<file path="src/tsu_pkg.sv">
`timescale 1ns / 1ps
package tsu_pkg;

  localparam int TASKS      = 64;
  localparam int HEAP_DEPTH = 64;
  localparam int TIME_WIDTH = 32;
  localparam int TID_W      = 6;
  localparam int HIDX_W     = $clog2(HEAP_DEPTH);
  localparam int CNT_W      = HIDX_W + 1;
  localparam int LOC_W      = 2;
  localparam int OP_W       = 3;

  typedef enum logic [OP_W-1:0] {
    OP_PARK    = 3'd0,
    OP_EXPIRE  = 3'd1,
    OP_POP     = 3'd2,
    OP_CANCEL  = 3'd3,
    OP_RELEASE = 3'd4
  } op_e;

  typedef enum logic [LOC_W-1:0] {
    LOC_IDLE  = 2'd0,
    LOC_READY = 2'd1,
    LOC_TIMER = 2'd2
  } loc_e;

  typedef enum logic [4:0] {
    ST_IDLE,
    ST_DECODE,
    ST_EXP_RD,
    ST_EXP_CHK,
    ST_RM_START,
    ST_RM_LAST,
    ST_DN_START,
    ST_DN_L,
    ST_DN_R,
    ST_DN_DEC,
    ST_UP_START,
    ST_UP_CHK,
    ST_PLACE,
    ST_RQPUSH,
    ST_POP_NX,
    ST_UL_RD,
    ST_UL_CHK,
    ST_DONE
  } state_e;

  // One heap slot: deadline and owning task.
  typedef struct packed {
    logic [TIME_WIDTH-1:0] dl;
    logic [TID_W-1:0]      tid;
  } hent_t;

  typedef struct packed {
    logic              we;
    logic [HIDX_W-1:0] waddr;
    hent_t             wdata;
    logic [HIDX_W-1:0] raddr;
  } hp_req_t;

  typedef struct packed {
    logic              we;
    logic [TID_W-1:0]  waddr;
    logic [HIDX_W-1:0] wdata;
    logic [TID_W-1:0]  raddr;
  } pos_req_t;

  typedef struct packed {
    logic             we;
    logic [TID_W-1:0] waddr;
    logic [TID_W-1:0] wdata;
    logic [TID_W-1:0] raddr;
  } nxt_req_t;

  typedef struct packed {
    logic             we;
    logic [TID_W-1:0] waddr;
    logic [LOC_W-1:0] wdata;
    logic [TID_W-1:0] raddr;
  } loc_req_t;

endpackage

</file>
<file path="src/tsu_ram.sv">
`timescale 1ns / 1ps
module tsu_ram #(
  parameter int WIDTH = 8,
  parameter int DEPTH = 64
) (
  input  logic                     clk_i,
  input  logic                     we_i,
  input  logic [$clog2(DEPTH)-1:0] waddr_i,
  input  logic [WIDTH-1:0]         wdata_i,
  input  logic [$clog2(DEPTH)-1:0] raddr_i,
  output logic [WIDTH-1:0]         rdata_o
);

  logic [WIDTH-1:0] mem_q [DEPTH];
  logic [WIDTH-1:0] rdata_q;

  always_ff @(posedge clk_i) begin
    if (we_i) begin
      mem_q[waddr_i] <= wdata_i;
    end
    rdata_q <= mem_q[raddr_i];
  end

  assign rdata_o = rdata_q;

endmodule

</file>
<file path="src/tsu_cmp.sv">
`timescale 1ns / 1ps
module tsu_cmp
  import tsu_pkg::*;
(
  input  hent_t a_i,
  input  hent_t b_i,
  output logic  lt_o,
  output hent_t min_o
);

  // Strict compare on deadlines; ties keep the second operand.
  assign lt_o  = a_i.dl < b_i.dl;
  assign min_o = lt_o ? a_i : b_i;

endmodule

</file>
<file path="src/tsu_seq.sv">
`timescale 1ns / 1ps
module tsu_seq
  import tsu_pkg::*;
(
  input  logic                  clk_i,
  input  logic                  rst_ni,
  input  logic                  in_valid_i,
  output logic                  in_stall_o,
  input  logic [OP_W-1:0]       operation_i,
  input  logic [TID_W-1:0]      task_id_i,
  input  logic [TIME_WIDTH-1:0] deadline_ms_i,
  input  logic [TIME_WIDTH-1:0] now_ms_i,
  input  logic                  task_failed_i,
  output logic                  out_valid_o,
  input  logic                  out_stall_i,
  output logic [TID_W-1:0]      result_task_o,
  output logic                  result_valid_o,
  output logic [LOC_W-1:0]      task_place_o,
  output logic [CNT_W-1:0]      expired_count_o,
  output logic [CNT_W-1:0]      timers_waiting_o,
  output logic                  heap_full_o,
  output hp_req_t               hp_req_o,
  input  hent_t                 hp_rdata_i,
  output pos_req_t              pos_req_o,
  input  logic [HIDX_W-1:0]     pos_rdata_i,
  output nxt_req_t              nxt_req_o,
  input  logic [TID_W-1:0]      nxt_rdata_i,
  output loc_req_t              loc_req_o,
  input  logic [LOC_W-1:0]      loc_rdata_i,
  output hent_t                 cmp_a_o,
  output hent_t                 cmp_b_o,
  input  logic                  cmp_lt_i,
  input  hent_t                 cmp_min_i
);

  state_e state_q, state_d;
  logic [CNT_W-1:0] cnt_q, cnt_d;
  logic [TID_W-1:0] head_q, head_d, tail_q, tail_d;
  logic ne_q, ne_d;
  logic [TASKS-1:0] loc_vld_q;
  logic out_valid_q, out_valid_d, out_load;

  logic [OP_W-1:0] op_q, op_d;
  logic [TID_W-1:0] tid_q, tid_d;
  logic [TIME_WIDTH-1:0] dl_q, dl_d, now_q, now_d;
  logic failed_q, failed_d, hit_q, hit_d;
  hent_t x_q, x_d, best_q, best_d;
  logic [HIDX_W-1:0] i_q, i_d, m_q, m_d;
  logic moved_q, moved_d;
  logic [TID_W-1:0] tpush_q, tpush_d, cur_q, cur_d, prev_q, prev_d;
  logic hasprev_q, hasprev_d;
  logic [TID_W-1:0] restask_q, restask_d;
  logic valid_q, valid_d, full_q, full_d;
  logic [LOC_W-1:0] place_q, place_d;
  logic [CNT_W-1:0] exp_q, exp_d;

  logic [TID_W-1:0] ores_task_q;
  logic ores_valid_q, ofull_q;
  logic [LOC_W-1:0] oplace_q;
  logic [CNT_W-1:0] oexp_q, owait_q;

  logic [LOC_W-1:0] loc_cur;
  logic [CNT_W-1:0] lidx, cnt_m1;
  logic [CNT_W:0] ridx;
  logic [HIDX_W-1:0] i_m1, parent;
  logic wants;
  state_e post_rm;

  assign loc_cur = hit_q ? loc_rdata_i : LOC_IDLE;
  assign lidx    = {i_q, 1'b1};
  assign ridx    = {1'b0, lidx} + 1'b1;
  assign cnt_m1  = cnt_q - 1'b1;
  assign i_m1    = i_q - 1'b1;
  assign parent  = {1'b0, i_m1[HIDX_W-1:1]};
  assign wants   = !failed_q && !cmp_lt_i;
  assign post_rm = (op_q == OP_RELEASE) ? ST_DONE : ST_RQPUSH;

  always_comb begin
    state_d     = state_q;
    cnt_d       = cnt_q;
    head_d      = head_q;
    tail_d      = tail_q;
    ne_d        = ne_q;
    op_d        = op_q;
    tid_d       = tid_q;
    dl_d        = dl_q;
    now_d       = now_q;
    failed_d    = failed_q;
    hit_d       = hit_q;
    x_d         = x_q;
    best_d      = best_q;
    i_d         = i_q;
    m_d         = m_q;
    moved_d     = moved_q;
    tpush_d     = tpush_q;
    cur_d       = cur_q;
    prev_d      = prev_q;
    hasprev_d   = hasprev_q;
    restask_d   = restask_q;
    valid_d     = valid_q;
    full_d      = full_q;
    place_d     = place_q;
    exp_d       = exp_q;
    out_load    = 1'b0;
    out_valid_d = out_valid_q && out_stall_i;
    in_stall_o  = (state_q != ST_IDLE);
    hp_req_o    = '0;
    pos_req_o   = '0;
    nxt_req_o   = '0;
    loc_req_o   = '0;
    cmp_a_o     = hp_rdata_i;
    cmp_b_o     = best_q;

    case (state_q)
      ST_IDLE: begin
        loc_req_o.raddr = task_id_i;
        pos_req_o.raddr = task_id_i;
        if (in_valid_i) begin
          op_d      = operation_i;
          tid_d     = task_id_i;
          dl_d      = deadline_ms_i;
          now_d     = now_ms_i;
          failed_d  = task_failed_i;
          hit_d     = loc_vld_q[task_id_i];
          restask_d = task_id_i;
          valid_d   = 1'b0;
          full_d    = 1'b0;
          place_d   = LOC_IDLE;
          exp_d     = '0;
          state_d   = ST_DECODE;
        end
      end
      ST_DECODE: begin
        cmp_a_o = '{dl: dl_q, tid: tid_q};
        cmp_b_o = '{dl: now_q, tid: tid_q};
        case (op_q)
          OP_PARK: begin
            if (loc_cur == LOC_IDLE) begin
              valid_d = 1'b1;
              if (wants && cnt_q < CNT_W'(HEAP_DEPTH)) begin
                cnt_d           = cnt_q + 1'b1;
                x_d             = '{dl: dl_q, tid: tid_q};
                i_d             = cnt_q[HIDX_W-1:0];
                loc_req_o.we    = 1'b1;
                loc_req_o.waddr = tid_q;
                loc_req_o.wdata = LOC_TIMER;
                place_d         = LOC_TIMER;
                state_d         = ST_UP_START;
              end else begin
                full_d  = wants;
                tpush_d = tid_q;
                place_d = LOC_READY;
                state_d = ST_RQPUSH;
              end
            end else begin
              place_d = loc_cur;
              state_d = ST_DONE;
            end
          end
          OP_EXPIRE: begin
            valid_d   = 1'b1;
            restask_d = '0;
            state_d   = ST_EXP_RD;
          end
          OP_POP: begin
            restask_d = '0;
            state_d   = ST_DONE;
            if (ne_q) begin
              restask_d       = head_q;
              valid_d         = 1'b1;
              loc_req_o.we    = 1'b1;
              loc_req_o.waddr = head_q;
              loc_req_o.wdata = LOC_IDLE;
              if (head_q == tail_q) begin
                ne_d = 1'b0;
              end else begin
                nxt_req_o.raddr = head_q;
                state_d         = ST_POP_NX;
              end
            end
          end
          OP_CANCEL: begin
            if (loc_cur == LOC_TIMER) begin
              valid_d = 1'b1;
              tpush_d = tid_q;
              i_d     = pos_rdata_i;
              place_d = LOC_READY;
              state_d = ST_RM_START;
            end else begin
              place_d = loc_cur;
              state_d = ST_DONE;
            end
          end
          OP_RELEASE: begin
            loc_req_o.we    = 1'b1;
            loc_req_o.waddr = tid_q;
            loc_req_o.wdata = LOC_IDLE;
            state_d         = ST_DONE;
            if (loc_cur == LOC_TIMER) begin
              valid_d = 1'b1;
              i_d     = pos_rdata_i;
              state_d = ST_RM_START;
            end else if (loc_cur == LOC_READY) begin
              valid_d   = 1'b1;
              cur_d     = head_q;
              hasprev_d = 1'b0;
              if (ne_q) begin
                state_d = ST_UL_RD;
              end
            end
          end
          default: begin
            place_d = loc_cur;
            state_d = ST_DONE;
          end
        endcase
      end
      ST_EXP_RD: begin
        hp_req_o.raddr = '0;
        state_d = (cnt_q == '0) ? ST_DONE : ST_EXP_CHK;
      end
      ST_EXP_CHK: begin
        cmp_a_o = hp_rdata_i;
        cmp_b_o = '{dl: now_q, tid: hp_rdata_i.tid};
        if (cmp_lt_i) begin
          tpush_d = hp_rdata_i.tid;
          exp_d   = exp_q + 1'b1;
          i_d     = '0;
          state_d = ST_RM_START;
        end else begin
          state_d = ST_DONE;
        end
      end
      ST_RM_START: begin
        if ({1'b0, i_q} >= cnt_q) begin
          state_d = post_rm;
        end else begin
          cnt_d = cnt_m1;
          if ({1'b0, i_q} == cnt_m1) begin
            state_d = post_rm;
          end else begin
            hp_req_o.raddr = cnt_m1[HIDX_W-1:0];
            state_d        = ST_RM_LAST;
          end
        end
      end
      ST_RM_LAST: begin
        x_d     = hp_rdata_i;
        moved_d = 1'b0;
        state_d = ST_DN_START;
      end
      ST_DN_START: begin
        m_d    = i_q;
        best_d = x_q;
        if (lidx < cnt_q) begin
          hp_req_o.raddr = lidx[HIDX_W-1:0];
          state_d        = ST_DN_L;
        end else begin
          state_d = ST_DN_DEC;
        end
      end
      ST_DN_L: begin
        if (cmp_lt_i) begin
          best_d = cmp_min_i;
          m_d    = lidx[HIDX_W-1:0];
        end
        if (ridx < {1'b0, cnt_q}) begin
          hp_req_o.raddr = ridx[HIDX_W-1:0];
          state_d        = ST_DN_R;
        end else begin
          state_d = ST_DN_DEC;
        end
      end
      ST_DN_R: begin
        if (cmp_lt_i) begin
          best_d = cmp_min_i;
          m_d    = ridx[HIDX_W-1:0];
        end
        state_d = ST_DN_DEC;
      end
      ST_DN_DEC: begin
        if (m_q == i_q) begin
          state_d = moved_q ? ST_PLACE : ST_UP_START;
        end else begin
          hp_req_o.we     = 1'b1;
          hp_req_o.waddr  = i_q;
          hp_req_o.wdata  = best_q;
          pos_req_o.we    = 1'b1;
          pos_req_o.waddr = best_q.tid;
          pos_req_o.wdata = i_q;
          i_d             = m_q;
          moved_d         = 1'b1;
          state_d         = ST_DN_START;
        end
      end
      ST_UP_START: begin
        if (i_q == '0) begin
          state_d = ST_PLACE;
        end else begin
          hp_req_o.raddr = parent;
          state_d        = ST_UP_CHK;
        end
      end
      ST_UP_CHK: begin
        cmp_a_o = x_q;
        cmp_b_o = hp_rdata_i;
        if (cmp_lt_i) begin
          hp_req_o.we     = 1'b1;
          hp_req_o.waddr  = i_q;
          hp_req_o.wdata  = hp_rdata_i;
          pos_req_o.we    = 1'b1;
          pos_req_o.waddr = hp_rdata_i.tid;
          pos_req_o.wdata = i_q;
          i_d             = parent;
          state_d         = ST_UP_START;
        end else begin
          state_d = ST_PLACE;
        end
      end
      ST_PLACE: begin
        hp_req_o.we     = 1'b1;
        hp_req_o.waddr  = i_q;
        hp_req_o.wdata  = x_q;
        pos_req_o.we    = 1'b1;
        pos_req_o.waddr = x_q.tid;
        pos_req_o.wdata = i_q;
        state_d         = (op_q == OP_PARK) ? ST_DONE : post_rm;
      end
      ST_RQPUSH: begin
        loc_req_o.we    = 1'b1;
        loc_req_o.waddr = tpush_q;
        loc_req_o.wdata = LOC_READY;
        if (ne_q) begin
          nxt_req_o.we    = 1'b1;
          nxt_req_o.waddr = tail_q;
          nxt_req_o.wdata = tpush_q;
        end else begin
          head_d = tpush_q;
        end
        tail_d  = tpush_q;
        ne_d    = 1'b1;
        state_d = (op_q == OP_EXPIRE) ? ST_EXP_RD : ST_DONE;
      end
      ST_POP_NX: begin
        head_d  = nxt_rdata_i;
        state_d = ST_DONE;
      end
      ST_UL_RD: begin
        nxt_req_o.raddr = cur_q;
        state_d         = ST_UL_CHK;
      end
      ST_UL_CHK: begin
        state_d = ST_DONE;
        if (cur_q == tid_q) begin
          if (cur_q == tail_q) begin
            if (hasprev_q) begin
              tail_d = prev_q;
            end else begin
              ne_d = 1'b0;
            end
          end else if (hasprev_q) begin
            nxt_req_o.we    = 1'b1;
            nxt_req_o.waddr = prev_q;
            nxt_req_o.wdata = nxt_rdata_i;
          end else begin
            head_d = nxt_rdata_i;
          end
        end else if (cur_q != tail_q) begin
          prev_d    = cur_q;
          hasprev_d = 1'b1;
          cur_d     = nxt_rdata_i;
          state_d   = ST_UL_RD;
        end
      end
      ST_DONE: begin
        if (!out_valid_q || !out_stall_i) begin
          out_load    = 1'b1;
          out_valid_d = 1'b1;
          state_d     = ST_IDLE;
        end
      end
      default: begin
        state_d = ST_IDLE;
      end
    endcase
  end

  always_ff @(posedge clk_i or negedge rst_ni) begin
    if (!rst_ni) begin
      state_q     <= ST_IDLE;
      cnt_q       <= '0;
      head_q      <= '0;
      tail_q      <= '0;
      ne_q        <= 1'b0;
      loc_vld_q   <= '0;
      out_valid_q <= 1'b0;
    end else begin
      state_q     <= state_d;
      cnt_q       <= cnt_d;
      head_q      <= head_d;
      tail_q      <= tail_d;
      ne_q        <= ne_d;
      out_valid_q <= out_valid_d;
      if (loc_req_o.we) begin
        loc_vld_q[loc_req_o.waddr] <= 1'b1;
      end
    end
  end

  always_ff @(posedge clk_i) begin
    op_q      <= op_d;
    tid_q     <= tid_d;
    dl_q      <= dl_d;
    now_q     <= now_d;
    failed_q  <= failed_d;
    hit_q     <= hit_d;
    x_q       <= x_d;
    best_q    <= best_d;
    i_q       <= i_d;
    m_q       <= m_d;
    moved_q   <= moved_d;
    tpush_q   <= tpush_d;
    cur_q     <= cur_d;
    prev_q    <= prev_d;
    hasprev_q <= hasprev_d;
    restask_q <= restask_d;
    valid_q   <= valid_d;
    full_q    <= full_d;
    place_q   <= place_d;
    exp_q     <= exp_d;
    if (out_load) begin
      ores_task_q  <= restask_q;
      ores_valid_q <= valid_q;
      oplace_q     <= place_q;
      oexp_q       <= exp_q;
      owait_q      <= cnt_q;
      ofull_q      <= full_q;
    end
  end

  assign out_valid_o      = out_valid_q;
  assign result_task_o    = ores_task_q;
  assign result_valid_o   = ores_valid_q;
  assign task_place_o     = oplace_q;
  assign expired_count_o  = oexp_q;
  assign timers_waiting_o = owait_q;
  assign heap_full_o      = ofull_q;

endmodule

</file>
<file path="src/timer_heap_task_scheduler_unit.sv">
`timescale 1ns / 1ps
// Channel   Direction  Handshake              Payload
// in        input      in_valid_i/in_stall_o    operation, task_id, deadline_ms, now_ms,
//                                               task_failed
// out       output     out_valid_o/out_stall_i  result_task, result_valid, task_place,
//                                               expired_count, timers_waiting, heap_full
//
// One transaction is worked at a time by a sequencer around a single deadline comparator.
// Pop reads the next link of the ready list and most misses go straight to the result; park
// sifts the new timer up the heap; cancel and release of a timer move the last heap slot into
// the hole and sift it down or up, and release from the ready list walks it one task at a time.
// Expire takes each timer whose deadline is before now from the root and puts it on the ready
// list, one timer after another. Reset is asynchronous and active low; every task starts idle
// with no clearing pass. A result waiting under out_stall_i holds the block only at its next finish.
module timer_heap_task_scheduler_unit
  import tsu_pkg::*;
(
  input  logic                  clk_i,
  input  logic                  rst_ni,
  input  logic                  in_valid_i,
  output logic                  in_stall_o,
  input  logic [OP_W-1:0]       operation_i,
  input  logic [TID_W-1:0]      task_id_i,
  input  logic [TIME_WIDTH-1:0] deadline_ms_i,
  input  logic [TIME_WIDTH-1:0] now_ms_i,
  input  logic                  task_failed_i,
  output logic                  out_valid_o,
  input  logic                  out_stall_i,
  output logic [TID_W-1:0]      result_task_o,
  output logic                  result_valid_o,
  output logic [LOC_W-1:0]      task_place_o,
  output logic [CNT_W-1:0]      expired_count_o,
  output logic [CNT_W-1:0]      timers_waiting_o,
  output logic                  heap_full_o
);

  // Memory request and response groups between the sequencer and the stores.
  hp_req_t  hp_req;
  pos_req_t pos_req;
  nxt_req_t nxt_req;
  loc_req_t loc_req;
  hent_t    hp_rdata;
  logic [HIDX_W-1:0] pos_rdata;
  logic [TID_W-1:0]  nxt_rdata;
  logic [LOC_W-1:0]  loc_rdata;
  logic [$bits(hent_t)-1:0] hp_rdata_raw;

  // Shared comparator operands and results.
  hent_t cmp_a, cmp_b, cmp_min;
  logic  cmp_lt;

  assign hp_rdata = hent_t'(hp_rdata_raw);

  // Timer heap slots: deadline plus owning task.
  tsu_ram #(.WIDTH($bits(hent_t)), .DEPTH(HEAP_DEPTH)) u_heap_ram (
    .clk_i   (clk_i),
    .we_i    (hp_req.we),
    .waddr_i (hp_req.waddr),
    .wdata_i (hp_req.wdata),
    .raddr_i (hp_req.raddr),
    .rdata_o (hp_rdata_raw)
  );

  // Heap slot of each task on a timer.
  tsu_ram #(.WIDTH(HIDX_W), .DEPTH(TASKS)) u_pos_ram (
    .clk_i   (clk_i),
    .we_i    (pos_req.we),
    .waddr_i (pos_req.waddr),
    .wdata_i (pos_req.wdata),
    .raddr_i (pos_req.raddr),
    .rdata_o (pos_rdata)
  );

  // Ready list links.
  tsu_ram #(.WIDTH(TID_W), .DEPTH(TASKS)) u_next_ram (
    .clk_i   (clk_i),
    .we_i    (nxt_req.we),
    .waddr_i (nxt_req.waddr),
    .wdata_i (nxt_req.wdata),
    .raddr_i (nxt_req.raddr),
    .rdata_o (nxt_rdata)
  );

  // Task location; entries never written read as idle through valid bits in the sequencer.
  tsu_ram #(.WIDTH(LOC_W), .DEPTH(TASKS)) u_loc_ram (
    .clk_i   (clk_i),
    .we_i    (loc_req.we),
    .waddr_i (loc_req.waddr),
    .wdata_i (loc_req.wdata),
    .raddr_i (loc_req.raddr),
    .rdata_o (loc_rdata)
  );

  tsu_cmp u_cmp (
    .a_i   (cmp_a),
    .b_i   (cmp_b),
    .lt_o  (cmp_lt),
    .min_o (cmp_min)
  );

  tsu_seq u_seq (
    .clk_i            (clk_i),
    .rst_ni           (rst_ni),
    .in_valid_i       (in_valid_i),
    .in_stall_o       (in_stall_o),
    .operation_i      (operation_i),
    .task_id_i        (task_id_i),
    .deadline_ms_i    (deadline_ms_i),
    .now_ms_i         (now_ms_i),
    .task_failed_i    (task_failed_i),
    .out_valid_o      (out_valid_o),
    .out_stall_i      (out_stall_i),
    .result_task_o    (result_task_o),
    .result_valid_o   (result_valid_o),
    .task_place_o     (task_place_o),
    .expired_count_o  (expired_count_o),
    .timers_waiting_o (timers_waiting_o),
    .heap_full_o      (heap_full_o),
    .hp_req_o         (hp_req),
    .hp_rdata_i       (hp_rdata),
    .pos_req_o        (pos_req),
    .pos_rdata_i      (pos_rdata),
    .nxt_req_o        (nxt_req),
    .nxt_rdata_i      (nxt_rdata),
    .loc_req_o        (loc_req),
    .loc_rdata_i      (loc_rdata),
    .cmp_a_o          (cmp_a),
    .cmp_b_o          (cmp_b),
    .cmp_lt_i         (cmp_lt),
    .cmp_min_i        (cmp_min)
  );

endmodule
</file>
<file path="config.mk">
export PLATFORM = sky130hd
export DESIGN_NAME = timer_heap_task_scheduler_unit
export DESIGN_NICKNAME = d
export VERILOG_FILES = /design/src/tsu_pkg.sv /design/src/tsu_ram.sv /design/src/tsu_cmp.sv /design/src/tsu_seq.sv /design/src/timer_heap_task_scheduler_unit.sv
export SDC_FILE = /design/constraint.sdc
export NUM_CORES = 2
export LEC_CHECK = 0
export BUFFER_PORTS_ARGS = -buffer_cell sky130_fd_sc_hd__buf_2
export CORE_MARGIN = 1.5
export CORE_UTILIZATION = 40
export DETAILED_ROUTE_END_ITERATION = 6
export HOLD_SLACK_MARGIN = 0.02
export MAX_ROUTING_LAYER = met4
export PLACE_DENSITY_LB_ADDON = 0.1
export SLEW_MARGIN = 10
export SYNTH_ARGS = -nofsm -noshare
export SYNTH_HDL_FRONTEND = slang
export SYNTH_SLANG_ARGS = --single-unit
</file>
<file path="constraint.sdc">
create_clock -name clk_i -period 10.76 [get_ports clk_i]
set_clock_uncertainty 0.05 [all_clocks]
set_input_delay 2.152 -clock clk_i [delete_from_list [all_inputs] [get_ports clk_i]]
set_output_delay 2.152 -clock clk_i [all_outputs]
set_load 0.02 [all_outputs]
</file>
==> report_table.html <==
<table>
<tr><th>Metric</th><th>Value</th></tr>
<tr><th colspan="2">Worst setup path</th></tr>
<tr><td>Startpoint of the worst register-to-register path</td><td>u_seq.state_q[4]</td></tr>
<tr><td>Worst endpoint required time</td><td>11290 ps</td></tr>
<tr><td>Number of cells on the worst reg-to-reg path</td><td>19</td></tr>
<tr><td>R2r endpoint</td><td>u_heap_ram.mem_q[60][1]</td></tr>
<tr><td>Critical Path Sink Type</td><td>flip-flop</td></tr>
<tr><td>Arrival time worst endpoint</td><td>8610 ps</td></tr>
<tr><td>Critical Path Start Type</td><td>flip-flop</td></tr>
<tr><td>Crit path max fanout</td><td>67</td></tr>
<tr><td>Critical path type</td><td>reg -&gt; reg</td></tr>
<tr><td>Worst reg2reg setup slack</td><td>2680 ps</td></tr>
<tr><th colspan="2">Pwr</th></tr>
<tr><td>Leakage power summed over all cells</td><td>57.79 nW</td></tr>
<tr><td>Sequential Power Share</td><td>0.442</td></tr>
<tr><td>Worst IR drop on VDD</td><td>145.0 uV</td></tr>
<tr><td>Combinational power share</td><td>0.207</td></tr>
<tr><td>Power share of the clock group</td><td>0.350</td></tr>
<tr><td>Sw Share</td><td>0.3123</td></tr>
<tr><td>Internal power contribution</td><td>26.52 mW</td></tr>
<tr><td>Switching power</td><td>12.04 mW</td></tr>
<tr><td>Power density relative to cell area</td><td>230.7 nW/um^2</td></tr>
<tr><th colspan="2">Timing</th></tr>
<tr><td>Hold Violations, Final</td><td>0</td></tr>
<tr><td>Post-route clock period utilization</td><td>0.7511</td></tr>
<tr><td>Total setup violations reported at the end of the flow</td><td>0</td></tr>
<tr><td>Upper clock frequency limit</td><td>123.7 MHz</td></tr>
<tr><td>RSZ-0062 raised after global routing</td><td>no</td></tr>
<tr><td>WHS</td><td>353.7 ps</td></tr>
<tr><td>Relative max-transition margin</td><td>0.08558</td></tr>
<tr><td>Slew at the pin with the worst max-slew slack</td><td>1337 ps</td></tr>
<tr><td>Final worst path period need</td><td>8081 ps</td></tr>
<tr><td>Number of slew-limit violations in the final report</td><td>0</td></tr>
<tr><td>Setup TNS Final</td><td>0 ps</td></tr>
<tr><th colspan="2">Logic synthesis</th></tr>
<tr><td>Post-Synth Simple-Gate Area</td><td>0.1119</td></tr>
<tr><td>Mean area per synthesized cell</td><td>14.79 um^2</td></tr>
<tr><td>Dominant combinational cell family by area after synthesis</td><td>simple AND/OR/NAND/NOR gates</td></tr>
<tr><td>Main synth FF type</td><td>sky130_fd_sc_hd__edfxtp_1</td></tr>
<tr><td>Share of synthesized cell area in full adder, half adder and majority cells</td><td>0.004674</td></tr>
<tr><td>Net count after synthesis</td><td>10090</td></tr>
<tr><td>Complex-gate fraction of the synthesized area</td><td>0.05456</td></tr>
<tr><td>Instance count of the mapped netlist</td><td>9953</td></tr>
<tr><td>Yosys reg bits</td><td>3694</td></tr>
<tr><td>Post-Synth XOR/XNOR Area</td><td>0.003365</td></tr>
<tr><td>Synth unique cells</td><td>84</td></tr>
<tr><td>Post-synthesis async set-or-reset flop share</td><td>0.02436</td></tr>
<tr><td>Count of synthesis-stage warnings from yosys</td><td>0</td></tr>
<tr><td>Post-synthesis mux area share</td><td>0.05914</td></tr>
<tr><td>Post-synthesis sequential area ratio</td><td>0.7468</td></tr>
<tr><td>Number of synthesized flops with an enable pin</td><td>3552</td></tr>
<tr><td>Post-Synthesis Cell Area</td><td>147200 um^2</td></tr>
<tr><th colspan="2">GRT</th></tr>
<tr><td>First-pass GRT wire length</td><td>638200 um</td></tr>
<tr><td>Total routing usage reported by global routing</td><td>0.2427</td></tr>
<tr><td>Overflow left after global routing</td><td>0</td></tr>
<tr><td>Largest net degree at the start of global routing</td><td>150</td></tr>
<tr><td>Antenna violations before repair</td><td>47</td></tr>
<tr><td>Via count of the first global-routing pass</td><td>85770</td></tr>
<tr><th colspan="2">Clock tree</th></tr>
<tr><td>Clk Tree Root Cell</td><td>sky130_fd_sc_hd__clkbuf_16</td></tr>
<tr><td>Sinks on the clock net</td><td>3694</td></tr>
<tr><td>Skew-Pair Late Insertion Delay</td><td>980 ps</td></tr>
<tr><td>Number of buffers inserted for hold repair after clock tree synthesis</td><td>0</td></tr>
<tr><td>CTS tree</td><td>yes</td></tr>
<tr><td>Post-CTS setup buffer count</td><td>0</td></tr>
<tr><td>Clock-pin slew of the registers on the worst-case setup and hold paths</td><td>60 ps</td></tr>
<tr><td>Number of gates resized after cts</td><td>0</td></tr>
<tr><td>Num CTS Buffers</td><td>402</td></tr>
<tr><td>Maximum level of the CTS H-tree</td><td>5</td></tr>
<tr><td>Clock buffer depth</td><td>4</td></tr>
<tr><th colspan="2">Floorplan</th></tr>
<tr><td>Floorplan die height</td><td>609.7 um</td></tr>
<tr><td>Total number of placement rows</td><td>222</td></tr>
<tr><td>Core area</td><td>366100 um^2</td></tr>
<tr><td>Total Die Area</td><td>371700 um^2</td></tr>
<tr><td>Die Wd</td><td>609.7 um</td></tr>
<tr><td>Number of top-level pins</td><td>104</td></tr>
<tr><td>Effective utilization at floorplan</td><td>0.4022</td></tr>
<tr><th colspan="2">Route</th></tr>
<tr><td>Highest signal layer in the routed design</td><td>met4</td></tr>
<tr><td>First-pass DRT Iterations</td><td>7</td></tr>
<tr><td>Total via count after detailed routing</td><td>88630</td></tr>
<tr><td>Average wire length per cell after detail routing</td><td>29.31 um</td></tr>
<tr><td>Number of design-rule violations left by the first detailed-router iteration</td><td>10470</td></tr>
<tr><td>Length of routed met2 wiring</td><td>195100 um</td></tr>
<tr><td>Wire length after detailed routing</td><td>447700 um</td></tr>
<tr><td>Via/cell ratio</td><td>5.802</td></tr>
<tr><td>Met1 wire length</td><td>205500 um</td></tr>
<tr><td>Antenna violation net count after detailed routing</td><td>0</td></tr>
<tr><td>Remaining routing DRC violations</td><td>0</td></tr>
<tr><td>Routed wl met3</td><td>36820 um</td></tr>
<tr><th colspan="2">Placed design</th></tr>
<tr><td>Routability congestion estimate</td><td>0.8676</td></tr>
<tr><td>Port Buffers</td><td>103</td></tr>
<tr><td>Placed wire-length estimate</td><td>267900 um</td></tr>
<tr><th colspan="2">Outcome</th></tr>
<tr><td>Outcome</td><td>finished clean</td></tr>
<tr><th colspan="2">Min path</th></tr>
<tr><td>Hold path start</td><td>u_seq.valid_q</td></tr>
<tr><td>Hold endpoint</td><td>u_seq.result_valid_o</td></tr>
<tr><td>Cell depth of the worst hold path</td><td>0</td></tr>
<tr><td>Type of the tightest min-delay check</td><td>reg -&gt; reg</td></tr>
<tr><th colspan="2">Layout</th></tr>
<tr><td>Final Net Count</td><td>10230</td></tr>
<tr><td>Share of cells above drive strength 1</td><td>0.1294</td></tr>
<tr><td>Layout overhead on the synthesized area</td><td>13.54%</td></tr>
<tr><th colspan="2">Flow run</th></tr>
<tr><td>Count of max-cap constraint violations</td><td>0</td></tr>
</table>
## worst max-delay path, cell delays in order (launching register included)
cell and delay (ps):
sky130_fd_sc_hd__dfrtp_1 550, sky130_fd_sc_hd__or3b_2 620, sky130_fd_sc_hd__nor2_4 340, sky130_fd_sc_hd__buf_4 580, sky130_fd_sc_hd__a22o_1 240, sky130_fd_sc_hd__a21oi_1 50, sky130_fd_sc_hd__ha_1 330, sky130_fd_sc_hd__a2111oi_0 400
sky130_fd_sc_hd__o21ai_0 150, sky130_fd_sc_hd__o211ai_1 220, sky130_fd_sc_hd__o211ai_1 290, sky130_fd_sc_hd__nor3_2 210, sky130_fd_sc_hd__buf_4 310, sky130_fd_sc_hd__nor3_2 180, sky130_fd_sc_hd__nor2_4 110, sky130_fd_sc_hd__buf_4 640
sky130_fd_sc_hd__nand3_1 810, sky130_fd_sc_hd__buf_4 450, sky130_fd_sc_hd__nor2_4 560, sky130_fd_sc_hd__buf_4 460
## synthesized netlist by cell type, types with 55 or more instances
library cell | number | share of area
sky130_fd_sc_hd__nand4_1 | 234 | 0.0099
sky130_fd_sc_hd__a32o_1 | 67 | 0.0046
sky130_fd_sc_hd__inv_1 | 59 | 0.0015
sky130_fd_sc_hd__a21oi_1 | 209 | 0.0071
sky130_fd_sc_hd__buf_2 | 208 | 0.0071
sky130_fd_sc_hd__o21ai_0 | 89 | 0.0030
sky130_fd_sc_hd__buf_1 | 105 | 0.0027
sky130_fd_sc_hd__nand2_1 | 2169 | 0.055
sky130_fd_sc_hd__a32oi_1 | 234 | 0.014
sky130_fd_sc_hd__mux4_2 | 205 | 0.031
sky130_fd_sc_hd__a31oi_1 | 99 | 0.0042
sky130_fd_sc_hd__dfrtp_1 | 90 | 0.015
sky130_fd_sc_hd__edfxtp_1 | 3552 | 0.72
sky130_fd_sc_hd__mux2i_1 | 357 | 0.024
sky130_fd_sc_hd__nor2_1 | 426 | 0.011
sky130_fd_sc_hd__clkbuf_1 | 287 | 0.0073
sky130_fd_sc_hd__a22oi_1 | 70 | 0.0036
sky130_fd_sc_hd__ha_1 | 55 | 0.0047
sky130_fd_sc_hd__nand3_1 | 655 | 0.022
## per-layer routing
metal | global-route usage | up-vias
met4 | 0.05655 | 0
li1 | - | 38490
met5 | - | -
met3 | 0.04785 | 617
met1 | 0.3573 | 45960
met2 | 0.3464 | 3569
## power groups by stage
| stage | Clock [mW] | Combinational, mW | Sequential (mW) |
|---|---|---|---|
| floorplan | 0 | 4.64 | 17.0 |
| global placement | 0 | 7.94 | 17.3 |
| detailed placement | 0 | 7.94 | 17.3 |
| CTS | 13.7 | 7.96 | 17.0 |
| global route | 14.3 | 8.57 | 17.1 |
| finish | 13.5 | 8.00 | 17.1 |
## final cells by class
class / count / area (um^2)
Clock inverter: 212 / 2097
Sequential cell: 3694 / 110000
Clock buffer: 522 / 10750
Multi-Input combinational cell: 5579 / 35160
Tap cell: 4816 / 6026
Antenna cell: 30 / 75.07
Fill cell: 32070 / 198900
Inverter: 63 / 251.5
Timing Repair Buffer: 360 / 2860
## cells in the final DEF (no fill, tap or decap), types with 46 or more instances in the layout
cell type / instances
sky130_fd_sc_hd__dfxtp_1: 52
sky130_fd_sc_hd__dfrtp_1: 90
sky130_fd_sc_hd__ha_1: 55
sky130_fd_sc_hd__and4_1: 54
sky130_fd_sc_hd__nand3_1: 654
sky130_fd_sc_hd__buf_4: 227
sky130_fd_sc_hd__a22oi_1: 66
sky130_fd_sc_hd__a32oi_1: 234
sky130_fd_sc_hd__clkbuf_16: 406
sky130_fd_sc_hd__nor2_4: 70
sky130_fd_sc_hd__a21oi_1: 207
sky130_fd_sc_hd__nand2_1: 2163
sky130_fd_sc_hd__a32o_1: 67
sky130_fd_sc_hd__mux2_2: 46
sky130_fd_sc_hd__nand4_1: 234
sky130_fd_sc_hd__nor2_1: 356
sky130_fd_sc_hd__edfxtp_1: 3552
sky130_fd_sc_hd__clkinv_1: 89
sky130_fd_sc_hd__mux2i_1: 357
sky130_fd_sc_hd__clkinv_2: 78
sky130_fd_sc_hd__buf_2: 100
sky130_fd_sc_hd__clkbuf_1: 101
sky130_fd_sc_hd__mux4_2: 205
sky130_fd_sc_hd__a31oi_1: 99
sky130_fd_sc_hd__or3_1: 48
sky130_fd_sc_hd__o21ai_0: 89
## through the flow
step	util	power (mW)	std cells	worst slack [ps]	area, um^2
4_1_cts	0.4564	38.74	15250	2766	167100
2_1_floorplan	-	21.68	9953	711.5	147200
6_report	0.4566	38.56	15280	2679	167200
3_3_place_gp	0.4211	25.28	14510	2625	154200
3_5_place_dp	0.4213	25.27	14510	2820	154200
5_1_grt	0.4565	39.93	15260	2318	167100
## registers in the layout (all words and copies together) (netlist names), 7 cells and up
name	count
u_next_ram.mem_q	384
u_seq.loc_vld_q	64
u_seq.cnt_q	7
u_seq.best_q	38
u_seq.expired_count_o	7
u_seq.timers_waiting_o	7
u_seq.dl_q	32
u_pos_ram.mem_q	384
u_seq.x_q	38
u_heap_ram.mem_q	2432
u_heap_ram.rdata_o	38
u_seq.now_q	32
u_loc_ram.mem_q	128
u_seq.exp_q	7
## worst max-delay path by stage
stage / startpoint / endpoint / depth (start not counted) / slack [ps]
4_1_cts: u_seq.state_q[4] / u_heap_ram.mem_q[60][3] / 19 / 2770
5_1_grt: u_seq.state_q[0] / u_heap_ram.mem_q[60][3] / 19 / 2320
3_5_place_dp: u_seq.state_q[4] / u_heap_ram.mem_q[60][9] / 19 / 2820
3_3_place_gp: u_seq.state_q[4] / u_heap_ram.mem_q[62][28] / 17 / 2630
6_report: u_seq.state_q[4] / u_heap_ram.mem_q[60][1] / 19 / 2680
2_1_floorplan: u_seq.state_q[3] / u_seq.x_q[0] / 18 / 710
## cells by family after synthesis
group,after synthesis
compound gates,1085
xor+xnor,55
simple gates,3776
buf+inv,680
mux,608
fa+ha+maj,55
flops,3694
(Power assumes the default switching activity.)
